$ cat config.mk
export PLATFORM = sky130hd
export DESIGN_NAME = ip_address_text_validator
export DESIGN_NICKNAME = d
export VERILOG_FILES = /design/src/design/ipatv_pkg.sv /design/src/design/ip_address_text_validator.sv
export SDC_FILE = /design/constraint.sdc
export NUM_CORES = 1
export LEC_CHECK = 0
export BUFFER_PORTS_ARGS = -buffer_cell sky130_fd_sc_hd__buf_2
export CORE_MARGIN = 2
export CORE_UTILIZATION = 59
export DETAILED_ROUTE_END_ITERATION = 16
export GPL_ROUTABILITY_DRIVEN = 0
export PLACE_DENSITY = 0.84
export SYNTH_ARGS = -nofsm -noshare
export SYNTH_HDL_FRONTEND = slang
export SYNTH_SLANG_ARGS = --single-unit
export TNS_END_PERCENT = 10
$ cat constraint.sdc
create_clock -name aclk -period 4.53 [get_ports aclk]
set_input_delay 0.906 -clock aclk [delete_from_list [all_inputs] [get_ports aclk]]
set_output_delay 0.906 -clock aclk [all_outputs]
set_load 0.05 [all_outputs]
$ cat src/design/ipatv_pkg.sv
// shared types, character codes and group checks for the ip address text validator
// no dependencies
`default_nettype none

package ipatv_pkg;

    typedef enum logic [1:0] {
        KIND_NONE = 2'd0,
        KIND_V4   = 2'd1,
        KIND_V6   = 2'd2
    } kind_t;

    typedef enum logic [1:0] {
        VERDICT_NEITHER = 2'd0,
        VERDICT_V4      = 2'd1,
        VERDICT_V6      = 2'd2
    } verdict_t;

    localparam logic [7:0] CHAR_ZERO  = 8'h30;
    localparam logic [7:0] CHAR_NINE  = 8'h39;
    localparam logic [7:0] CHAR_LO_A  = 8'h61;
    localparam logic [7:0] CHAR_LO_F  = 8'h66;
    localparam logic [7:0] CHAR_UP_A  = 8'h41;
    localparam logic [7:0] CHAR_UP_F  = 8'h46;
    localparam logic [7:0] CHAR_DOT   = 8'h2e;
    localparam logic [7:0] CHAR_COLON = 8'h3a;

    localparam logic [3:0] SEP_MAX     = 4'd8;
    localparam logic [3:0] SEP_V4      = 4'd3;
    localparam logic [3:0] SEP_V6      = 4'd7;
    localparam logic [2:0] LEN_MAX     = 3'd7;
    localparam logic [2:0] LEN_V4_MAX  = 3'd3;
    localparam logic [2:0] LEN_V6_MAX  = 3'd4;
    localparam logic [9:0] DEC_MAX     = 10'd1023;
    localparam logic [9:0] OCTET_MAX   = 10'd255;

    // checks a closed group against the rules of the given address kind
    function automatic logic group_ok(
        input kind_t      kind,
        input logic [2:0] len,
        input logic [9:0] dec,
        input logic       starts_zero,
        input logic       all_dec
    );
        logic ok;
        ok = 1'b0;
        case (kind)
            KIND_V4: begin
                ok = (len != 3'd0) && (len <= LEN_V4_MAX) && all_dec
                     && (dec <= OCTET_MAX) && !(starts_zero && (len > 3'd1));
            end
            KIND_V6: begin
                ok = (len != 3'd0) && (len <= LEN_V6_MAX);
            end
            default: begin
                ok = 1'b0;
            end
        endcase
        return ok;
    endfunction

endpackage

`default_nettype wire

$ cat src/design/ip_address_text_validator.sv
// ip address text validator: one character per transaction, one verdict per string
// depends on ipatv_pkg
// a final character passes through the input register and then the result register before its verdict appears
// throughput: one character per cycle; a final character waits in the input
//   register only while the previous verdict is still held in the result register
// reset: aresetn synchronous active low clears the valid bits of both registers and all per-string state
`default_nettype none

module ip_address_text_validator (
    input  wire logic                 aclk,
    input  wire logic                 aresetn,
    input  wire logic                 s_valid,
    output logic                      s_ready,
    input  wire logic [7:0]           s_char_code,
    input  wire logic                 s_is_final,
    output logic                      m_valid,
    input  wire logic                 m_ready,
    output logic [1:0]                m_verdict
);
    import ipatv_pkg::*;

    // input register
    logic       in_valid_reg;
    logic [7:0] in_char_reg;
    logic       in_final_reg;

    // per-string state
    kind_t      kind_reg, kind_next;
    logic [3:0] sep_count_reg, sep_count_next;
    logic [2:0] group_len_reg, group_len_next;
    logic [9:0] group_dec_reg, group_dec_next;
    logic       starts_zero_reg, starts_zero_next;
    logic       all_dec_reg, all_dec_next;
    logic       failed_reg, failed_next;

    // result register
    logic       m_valid_reg, m_valid_next;
    verdict_t   verdict_reg, verdict_next;

    logic       advance;
    logic       fire;
    logic       fire_final;
    logic       is_dec;
    logic       is_hex_letter;
    logic       is_sep;
    kind_t      sep_kind;
    logic [13:0] dec_sum;

    // a final character may only move on when the result register is empty or its verdict is taken in the same cycle
    assign advance    = !in_final_reg || !m_valid_reg || m_ready;
    assign fire       = in_valid_reg && advance;
    assign fire_final = fire && in_final_reg;
    assign s_ready    = !in_valid_reg || advance;

    assign is_dec        = (in_char_reg >= CHAR_ZERO) && (in_char_reg <= CHAR_NINE);
    assign is_hex_letter = ((in_char_reg >= CHAR_LO_A) && (in_char_reg <= CHAR_LO_F))
                        || ((in_char_reg >= CHAR_UP_A) && (in_char_reg <= CHAR_UP_F));
    assign is_sep        = (in_char_reg == CHAR_COLON) || (in_char_reg == CHAR_DOT);
    assign sep_kind      = (in_char_reg == CHAR_COLON) ? KIND_V6 : KIND_V4;
    // value * 10 + digit
    assign dec_sum = {1'b0, group_dec_reg, 3'b000} + {3'b000, group_dec_reg, 1'b0}
                   + {10'd0, in_char_reg[3:0]};

    always_comb begin
        kind_next        = kind_reg;
        sep_count_next   = sep_count_reg;
        group_len_next   = group_len_reg;
        group_dec_next   = group_dec_reg;
        starts_zero_next = starts_zero_reg;
        all_dec_next     = all_dec_reg;
        failed_next      = failed_reg;
        verdict_next     = VERDICT_NEITHER;

        if (fire && !failed_reg) begin
            if (is_sep) begin
                if ((kind_reg != KIND_NONE) && (kind_reg != sep_kind)) begin
                    failed_next = 1'b1;
                end else begin
                    kind_next = sep_kind;
                    if (!group_ok(sep_kind, group_len_reg, group_dec_reg,
                                  starts_zero_reg, all_dec_reg)) begin
                        failed_next = 1'b1;
                    end
                    if (sep_count_reg < SEP_MAX) begin
                        sep_count_next = sep_count_reg + 4'd1;
                    end
                    group_len_next   = 3'd0;
                    group_dec_next   = 10'd0;
                    starts_zero_next = 1'b0;
                    all_dec_next     = 1'b1;
                end
            end else if (!is_dec && !is_hex_letter) begin
                failed_next = 1'b1;
            end else begin
                if (group_len_reg == 3'd0) begin
                    starts_zero_next = (in_char_reg == CHAR_ZERO);
                end
                if (group_len_reg < LEN_MAX) begin
                    group_len_next = group_len_reg + 3'd1;
                end
                if (is_dec) begin
                    group_dec_next = (dec_sum > {4'd0, DEC_MAX}) ? DEC_MAX : dec_sum[9:0];
                end else begin
                    all_dec_next = 1'b0;
                end
            end
        end

        if (fire_final) begin
            if (!failed_next && group_ok(kind_next, group_len_next, group_dec_next,
                                         starts_zero_next, all_dec_next)) begin
                if ((kind_next == KIND_V4) && (sep_count_next == SEP_V4)) begin
                    verdict_next = VERDICT_V4;
                end else if ((kind_next == KIND_V6) && (sep_count_next == SEP_V6)) begin
                    verdict_next = VERDICT_V6;
                end
            end
            // string ends, start clean
            kind_next        = KIND_NONE;
            sep_count_next   = 4'd0;
            group_len_next   = 3'd0;
            group_dec_next   = 10'd0;
            starts_zero_next = 1'b0;
            all_dec_next     = 1'b1;
            failed_next      = 1'b0;
        end
    end

    always_comb begin
        m_valid_next = m_valid_reg;
        if (m_valid_reg && m_ready) begin
            m_valid_next = 1'b0;
        end
        if (fire_final) begin
            m_valid_next = 1'b1;
        end
    end

    always_ff @(posedge aclk) begin
        if (!aresetn) begin
            in_valid_reg    <= 1'b0;
            kind_reg        <= KIND_NONE;
            sep_count_reg   <= 4'd0;
            group_len_reg   <= 3'd0;
            group_dec_reg   <= 10'd0;
            starts_zero_reg <= 1'b0;
            all_dec_reg     <= 1'b1;
            failed_reg      <= 1'b0;
            m_valid_reg     <= 1'b0;
        end else begin
            if (s_ready) begin
                in_valid_reg <= s_valid;
            end
            kind_reg        <= kind_next;
            sep_count_reg   <= sep_count_next;
            group_len_reg   <= group_len_next;
            group_dec_reg   <= group_dec_next;
            starts_zero_reg <= starts_zero_next;
            all_dec_reg     <= all_dec_next;
            failed_reg      <= failed_next;
            m_valid_reg     <= m_valid_next;
        end
    end

    // payload registers
    always_ff @(posedge aclk) begin
        if (s_ready && s_valid) begin
            in_char_reg  <= s_char_code;
            in_final_reg <= s_is_final;
        end
        if (fire_final) begin
            verdict_reg <= verdict_next;
        end
    end

    assign m_valid   = m_valid_reg;
    assign m_verdict = verdict_reg;

    a_sep_count_bound: assert property (@(posedge aclk) disable iff (!aresetn)
        sep_count_reg <= SEP_MAX)
        else $error("separator count above saturation");

    a_clear_after_final: assert property (@(posedge aclk) disable iff (!aresetn)
        fire_final |=> (kind_reg == KIND_NONE) && (sep_count_reg == 4'd0)
                       && (group_len_reg == 3'd0) && !failed_reg)
        else $error("per-string state not cleared after final character");

    a_final_gives_result: assert property (@(posedge aclk) disable iff (!aresetn)
        fire_final |=> m_valid_reg)
        else $error("final character produced no verdict");

    a_no_overwrite: assert property (@(posedge aclk) disable iff (!aresetn)
        (m_valid_reg && !m_ready) |-> !fire_final)
        else $error("pending verdict overwritten");

    a_verdict_code: assert property (@(posedge aclk) disable iff (!aresetn)
        m_valid_reg |-> (verdict_reg == VERDICT_NEITHER) || (verdict_reg == VERDICT_V4)
                        || (verdict_reg == VERDICT_V6))
        else $error("verdict code out of range");

endmodule

`default_nettype wire

==> reports/metrics.cfg, run 1 <==
[status]
run_status=complete, no violations

[setup_path]
crit_chain=inv_1 > fa_1 > fa_1 > nand2b_1 > a211oi_1 > o221ai_1 > o31ai_1 > nand4_1 > buf_4 > o31ai_1 > o2111ai_2 > a2111oi_4
end_kind=flip-flop
cpPeakStageDelay_ns=0.52
r2r-start=in_char_reg[3]
r2r-end=m_verdict[1]
crit_path_top_delay_cell=fa_1
reg2reg_setup_slack_ns=0.81
cp.arrival_ns=3.82
worstPathRequired_ns=4.64
critPathKind=flip-flop to flip-flop
r2r_cells=12
cp-start-kind=flip-flop
cp_max_fo=11

[timing]
finalCritPeriodShare_pct=82.0
final_hold_viol_count=0
fmax_mhz=269
skew_ns=0.00707
fin_setup_tns_ns=0
tightest_slew_ns=0.920
setup_viol=0
min_period_ns=3.72
worst_slack_ns=0.814
rsz0062_at_grt=false
relSlewSlack_pct=38.7
slew_viol_final=0

[cts]
tritoncts=built
cts_hold_buffers=0
numCtsBuffers=5
cts_resized=0
h-tree-depth=2
clockRootBuffer=clkbuf_8
clk_latency_ns=0.29
clkSinkCount=35
max-clock-path-buffers=2
clk_pin_slew_ns=0.07
post_cts_buffers=0

[power_and_ir_drop]
power.density_nw_per_um2=227
comb_power_share_pct=7.1
leakage_nw=1.06
sw_frac_of_total_pct=24.1
p_int_uw=455
pwr-share-clk_pct=36.4
switching_power_uw=145
ir_worst_vdd_uv=246
pwr-share-seq_pct=56.5
finalPower_uw=600

[drt]
vias_per_cell=5.96
post_drt_wl_per_cell_um=14.2
ant_nets=0
drcViolationCount=0
num_vias=2015
dr.pass1.iters=5
drt_iter0_markers=158
totalWireLength_um=4790

[synth]
seq_area_frac_synth_pct=33.3
synth_top_area_share_pct=19.7
syn-instance-count=269
synth_area_leader_cell=dfxtp_1
async_reset_ff_share_pct=0
synth.area.top_cells=dfxtp_1, ha_1, edfxtp_1, nor2_1, o21ai_0
mappedNetlistArea_um2=2440
synth_edf_count=11
postSynthAreaPerCell_um2=9.06
synth-seq-cells=35
syn-num-nets=312
yosysWarnings=0
yosysUniqueCellTypes=57
synthFlopType=dfxtp_1

[global_routing]
grt_pass1_vias=1838
grt_first_pass_wirelength_um=8140
grt_use_total_pct=23.3
grt_max_degree=12
antenna_found_initial=0
overflow=0

[placed_design]
dp_hpwl_um=3670
dp_cells=330
port_buffers=16
place_ws_ns=0.834

[min_path]
min_from=failed_reg
hold_depth=2
holdPathEnd=failed_reg
min_path_type=flip-flop to flip-flop

[floorplan]
coreArea_um2=4000
initial_core_util_pct=60.9
ios=17
dieArea_um2=4660
die_x_um=68.3
rows=23
die_h_um=68.3

[finish]
drive_gt1_share_pct=13.5
final_cells=338
post-route-util_pct=66.0
seqCellArea_um2=811
diodes=0
largest_reg_flops=10
multiInputGateArea_um2=1520
syn_to_final_growth_pct=8.32
fill_cells=327
nets=330

[job]
maxCapViolations=0

-- how the worst max path moves through the flow --
stage	startpoint	endpoint	slack (ns)
floorplan	in_char_reg[3]	m_verdict[1]	1.21
global placement	in_char_reg[3]	m_verdict[1]	0.89
detailed placement	in_char_reg[3]	m_verdict[1]	0.83
CTS	in_char_reg[3]	m_verdict[1]	0.81
global route	in_char_reg[3]	m_verdict[1]	0.66
finish	in_char_reg[3]	m_verdict[1]	0.81
-- metal layers --
layer	up-vias	global-route usage, %	share of wire, %
li1	1018	-	-
met1	910	32.1	48
met2	80	36.7	45
met3	7	5.59	6.4
met4	0	6.00	1.1
met5	-	0	0
-- Yosys cell counts, types with 3 or more instances --
| cell | n |
|---|---|
| ha_1 | 28 |
| nor2_1 | 26 |
| dfxtp_1 | 24 |
| nand2_1 | 23 |
| inv_1 | 19 |
| o21ai_0 | 18 |
| a21oi_1 | 16 |
| edfxtp_1 | 11 |
| nand3_1 | 8 |
| xnor2_1 | 7 |
| nand2b_1 | 6 |
| nor2b_1 | 6 |
| nand4_1 | 5 |
| nor3_1 | 5 |
| o211ai_1 | 5 |
| a31oi_1 | 4 |
| and2_1 | 4 |
| clkbuf_1 | 4 |
| a211oi_1 | 3 |
| a21o_1 | 3 |
| xor2_1 | 3 |
-- cell families (layout without fill, tap and decap cells) --
logic type	after synthesis	in the layout	share of synthesized area, %
compound gates	67	67	18.6
xor+xnor	10	10	3.59
fa+ha+maj	30	30	16.0
buf+inv	26	45	4.41
flops	35	35	33.3
mux	2	2	1.33
simple gates	99	99	22.7
-- stage by stage --
step                hold slack, ns  area (um2)
detailed placement           0.480        2560
CTS                          0.492        2640
finish                       0.490        2640
global placement             0.464        2560
floorplan                    0.435        2440
global route                 0.510        2640
-- cell usage in the layout, fill, tap and decap left out, types with 3 or more instances in the layout --
cell type,netlist,final
and2_1,4,4
xnor2_1,7,7
dfxtp_1,24,24
ha_1,28,28
nand3_1,8,8
o211ai_1,5,5
xor2_1,3,3
o21ai_0,18,18
nor3_1,5,5
a21o_1,3,3
nand2b_1,6,6
a31oi_1,4,4
buf_2,2,16
edfxtp_1,11,11
clkbuf_8,0,5
a21oi_1,16,16
nor2b_1,6,6
inv_1,19,19
nor2_1,26,26
a211oi_1,3,3
nand2_1,23,23
nand4_1,5,5
-- layout make-up --
class	count	share of cell area (%)
clock buffer	7	2.89
sequential	35	30.7
inverter	19	2.70
timing repair buffer	18	3.60
tap	50	2.37
clock inverter	1	0.190
multi-input combinational	208	57.5
-- power groups by stage --
stage / Clock, mW / Sequential [mW] / Combinational (mW)
6_report: 0.218 / 0.339 / 0.0429
5_1_grt: 0.236 / 0.340 / 0.0480
4_1_cts: 0.220 / 0.339 / 0.0425
3_5_place_dp: 0 / 0.346 / 0.0421
3_3_place_gp: 0 / 0.345 / 0.0412
2_1_floorplan: 0 / 0.345 / 0.0304
-- worst max-delay path, delay by kind of cell (launching register included) --
family / cells / cell delay, ns
buffers and inverters: 2 / 0.27
AND/OR/NAND/NOR: 2 / 0.31
adder cells (fa/ha/maj): 2 / 0.96
flip-flops: 1 / 0.44
AO/OA/AOI/OAI: 6 / 1.56
Note: power is estimated with default switching activity, not from simulation.
==> run 2: changes to the inputs <==
--- a/config.mk
+++ b/config.mk
@@ -5,6 +5,7 @@
 export SDC_FILE = /design/constraint.sdc
 export NUM_CORES = 1
 export LEC_CHECK = 0
+export ABC_AREA = 1
 export BUFFER_PORTS_ARGS = -buffer_cell sky130_fd_sc_hd__buf_2
 export CORE_MARGIN = 2
 export CORE_UTILIZATION = 59
==> constraint.sdc (replaced) <==
create_clock -name aclk -period 3.6 [get_ports aclk]
set_input_delay 0.72 -clock aclk [delete_from_list [all_inputs] [get_ports aclk]]
set_output_delay 0.72 -clock aclk [all_outputs]
set_load 0.05 [all_outputs]
==> reports/metrics.cfg, run 2 <==
[drt]
num_vias=2651  ; +32%
vias_per_cell=5.57  ; -6.6%
ant_nets=0  ; unchanged
totalWireLength_um=6290  ; +31%
dr.pass1.iters=7  ; +2
drt_iter0_markers=246  ; +56%
post_drt_wl_per_cell_um=13.2  ; -6.7%
drcViolationCount=0  ; unchanged

[floorplan]
die_h_um=72.2  ; +5.7%
rows=24  ; +4.3%
die_x_um=72.2  ; +5.7%
initial_core_util_pct=62.1  ; +1.2 points
coreArea_um2=4410  ; +10%
ios=17  ; unchanged
dieArea_um2=5210  ; +12%

[synth]
syn-instance-count=402  ; +49%
seq_area_frac_synth_pct=29.6  ; -3.7 points
postSynthAreaPerCell_um2=6.82  ; -25%
synthFlopType=dfxtp_1
yosys-top-cells-count=nand2_1, inv_1, nor2_1
synth_area_leader_cell=dfxtp_1
synth-seq-cells=35  ; unchanged
async_reset_ff_share_pct=0  ; unchanged
mappedNetlistArea_um2=2740  ; +12%
syn-num-nets=445  ; +43%
synth_edf_count=11  ; unchanged
synth.area.top_cells=dfxtp_1, nand2_1, ha_1, edfxtp_1, inv_1
synth.most_common_cell=nand2_1
yosysWarnings=0  ; unchanged
yosysUniqueCellTypes=35  ; -39%
synth_top_area_share_pct=17.5  ; -2.2 points

[cts]
clk_pin_slew_ns=0.07  ; about the same
clockRootBuffer=clkbuf_8
post_cts_buffers=0  ; unchanged
numCtsBuffers=5  ; unchanged
tritoncts=built
clk_latency_ns=0.29  ; about the same
clkSinkCount=35  ; unchanged
max-clock-path-buffers=2  ; unchanged
cts_resized=0  ; unchanged
cts_hold_buffers=0  ; unchanged
h-tree-depth=2  ; unchanged

[finish]
largest_reg_flops=10  ; unchanged
diodes=0  ; unchanged
post-route-util_pct=67.7  ; +1.7 points
nets=466  ; +41%
mostFrequentLayoutCell=nand2_1
multiInputGateArea_um2=1670  ; +9.7%
drive_gt1_share_pct=12.0  ; -1.5 points
seqCellArea_um2=811  ; unchanged
syn_to_final_growth_pct=9.04
layout_common_cells=nand2_1, inv_1, nor2_1, nand3_1, ha_1
fill_cells=376  ; +15%

[placed_design]
dp_hpwl_um=4980  ; +36%
port_buffers=16  ; unchanged

[timing]
rsz0062_at_grt=false
min_period_ns=3.07  ; -0.645 ns
slew_viol_final=0  ; unchanged
relSlewSlack_pct=58.2  ; +20 points
fin_setup_tns_ns=0  ; unchanged
skew_ns=0.00784  ; +0.000773 ns
tightest_slew_ns=0.625  ; -0.295 ns
final_hold_viol_count=0  ; unchanged
fmax_mhz=326  ; +21%
finalCritPeriodShare_pct=85.3  ; +3.3 points
setup_viol=0  ; unchanged

[setup_path]
cp-start-kind=flip-flop
r2r-start=in_char_reg[3]
worstPathRequired_ns=3.75  ; -0.89 ns
crit_path_top_delay_cell=fa_1
crit_chain=inv_1 > fa_1 > fa_1 > inv_1 > nand3_1 > nand3_1 > nand2_1 > nand3_1 > nand2_1 > nor2_1 > nand3_1 > nand2_1 > nand2_1 > nor2_1 > nand2_1 > nand2_1 > nand2_1 > nor2_1
cpPeakStageDelay_ns=0.56  ; +0.04 ns
r2r-end=m_verdict[1]
critPathKind=flip-flop to flip-flop
end_kind=flip-flop
r2r_cells=18  ; +6
crit_top_cell=nand2_1
cp.arrival_ns=3.22  ; -0.60 ns
cp_max_fo=5  ; -6
reg2reg_setup_slack_ns=0.53  ; -0.29 ns

[global_routing]
antenna_found_initial=0  ; unchanged
grt_use_total_pct=26.6  ; +3.3 points
grt_first_pass_wirelength_um=10900  ; +34%
grt_pass1_vias=2494  ; +36%
grt_max_degree=20  ; +8
overflow=0  ; unchanged

[status]
run_status=complete, no violations

[power_and_ir_drop]
leakage_nw=1.47  ; +39%
power.density_nw_per_um2=306  ; +35%
ir_worst_vdd_uv=296  ; +20%

[min_path]
holdPathEnd=group_dec_reg[0]
hold_depth=2  ; unchanged
min_from=group_dec_reg[0]
min_path_type=flip-flop to flip-flop

[job]
maxCapViolations=0  ; unchanged

-- run 2: cell types whose count changed in the layout (fill, tap and decap cells not counted), sizes merged, moves of 4 or more --
cell    before  now
a21o         4    0
a21oi       16   20
and2         4    0
inv         19   67
nand2       24  113
nand2b       6    0
nand3        9   33
nor2        26   49
nor2b        6    0
-- run 2: where the power goes --
part	leakage (nW)	total, mW	switching, mW	internal, mW
logic	1.11	0.132	0.0856	0.0465
registers	0.303	0.437	0.0157	0.422
clock network	0.0556	0.345	0.142	0.203
-- run 2: how the worst max path moves through the flow --
| stage | cells after the start | start | slack, ns | endpoint |
|---|---|---|---|---|
| 4_1_cts | 18 | in_char_reg[3] | 0.56 | m_verdict[1] |
| 5_1_grt | 18 | in_char_reg[3] | 0.20 | m_verdict[1] |
| 3_5_place_dp | 21 | m_ready | 0.58 | m_verdict[1] |
| 2_1_floorplan | 18 | in_char_reg[3] | 0.93 | m_verdict[0] |
| 3_3_place_gp | 21 | m_ready | 0.62 | m_verdict[0] |
| 6_report | 18 | in_char_reg[3] | 0.53 | m_verdict[1] |
-- run 2: cell families (layout without fill, tap and decap cells) --
kind of cell | count (synthesis) | after routing | synth area share [%]
xor+xnor | 6 | 6 | 1.92
buf+inv | 70 | 92 | 9.63
flops | 35 | 35 | 29.6
compound gates | 53 | 53 | 10.8
simple gates | 208 | 208 | 33.9
fa+ha+maj | 30 | 30 | 14.2
-- run 2: area by class of cell --
class | count | share of cell area (%)
timing repair buffer | 17 | 2.93
clock inverter | 3 | 1.30
inverter | 67 | 8.41
clock buffer | 5 | 2.30
multi-input combinational | 297 | 55.8
tap | 52 | 2.18
sequential | 35 | 27.1
-- run 2: layer usage --
metal | up-vias | global-route usage, % | wire, um
met5 | - | 0 | 0
met4 | 0 | 9.43 | 147
met3 | 20 | 4.44 | 374
met2 | 87 | 42.8 | 2830
met1 | 1197 | 36.1 | 2930
li1 | 1347 | - | -
-- run 2: through the flow --
stage | total power [mW] | cell area [um2] | hold slack (ns) | setup slack, ns | cells
after floorplan | 0.539 | 2740 | 0.460 | 0.933 | 402
after global placement | 0.571 | 2880 | 0.483 | 0.621 | 468
after detailed placement | 0.575 | 2880 | 0.486 | 0.578 | 468
final | 0.914 | 2990 | 0.501 | 0.529 | 476
after global routing | 0.951 | 2990 | 0.525 | 0.200 | 476
after CTS | 0.915 | 2990 | 0.495 | 0.561 | 476
-- run 2: worst max-delay path, delay by kind of cell, from the launching register on --
| kind | cells | cell delay, ns |
|---|---|---|
| AND/OR/NAND/NOR | 14 | 1.26 |
| adder cells (fa/ha/maj) | 2 | 1.04 |
| flip-flops | 1 | 0.42 |
| buffers and inverters | 2 | 0.21 |
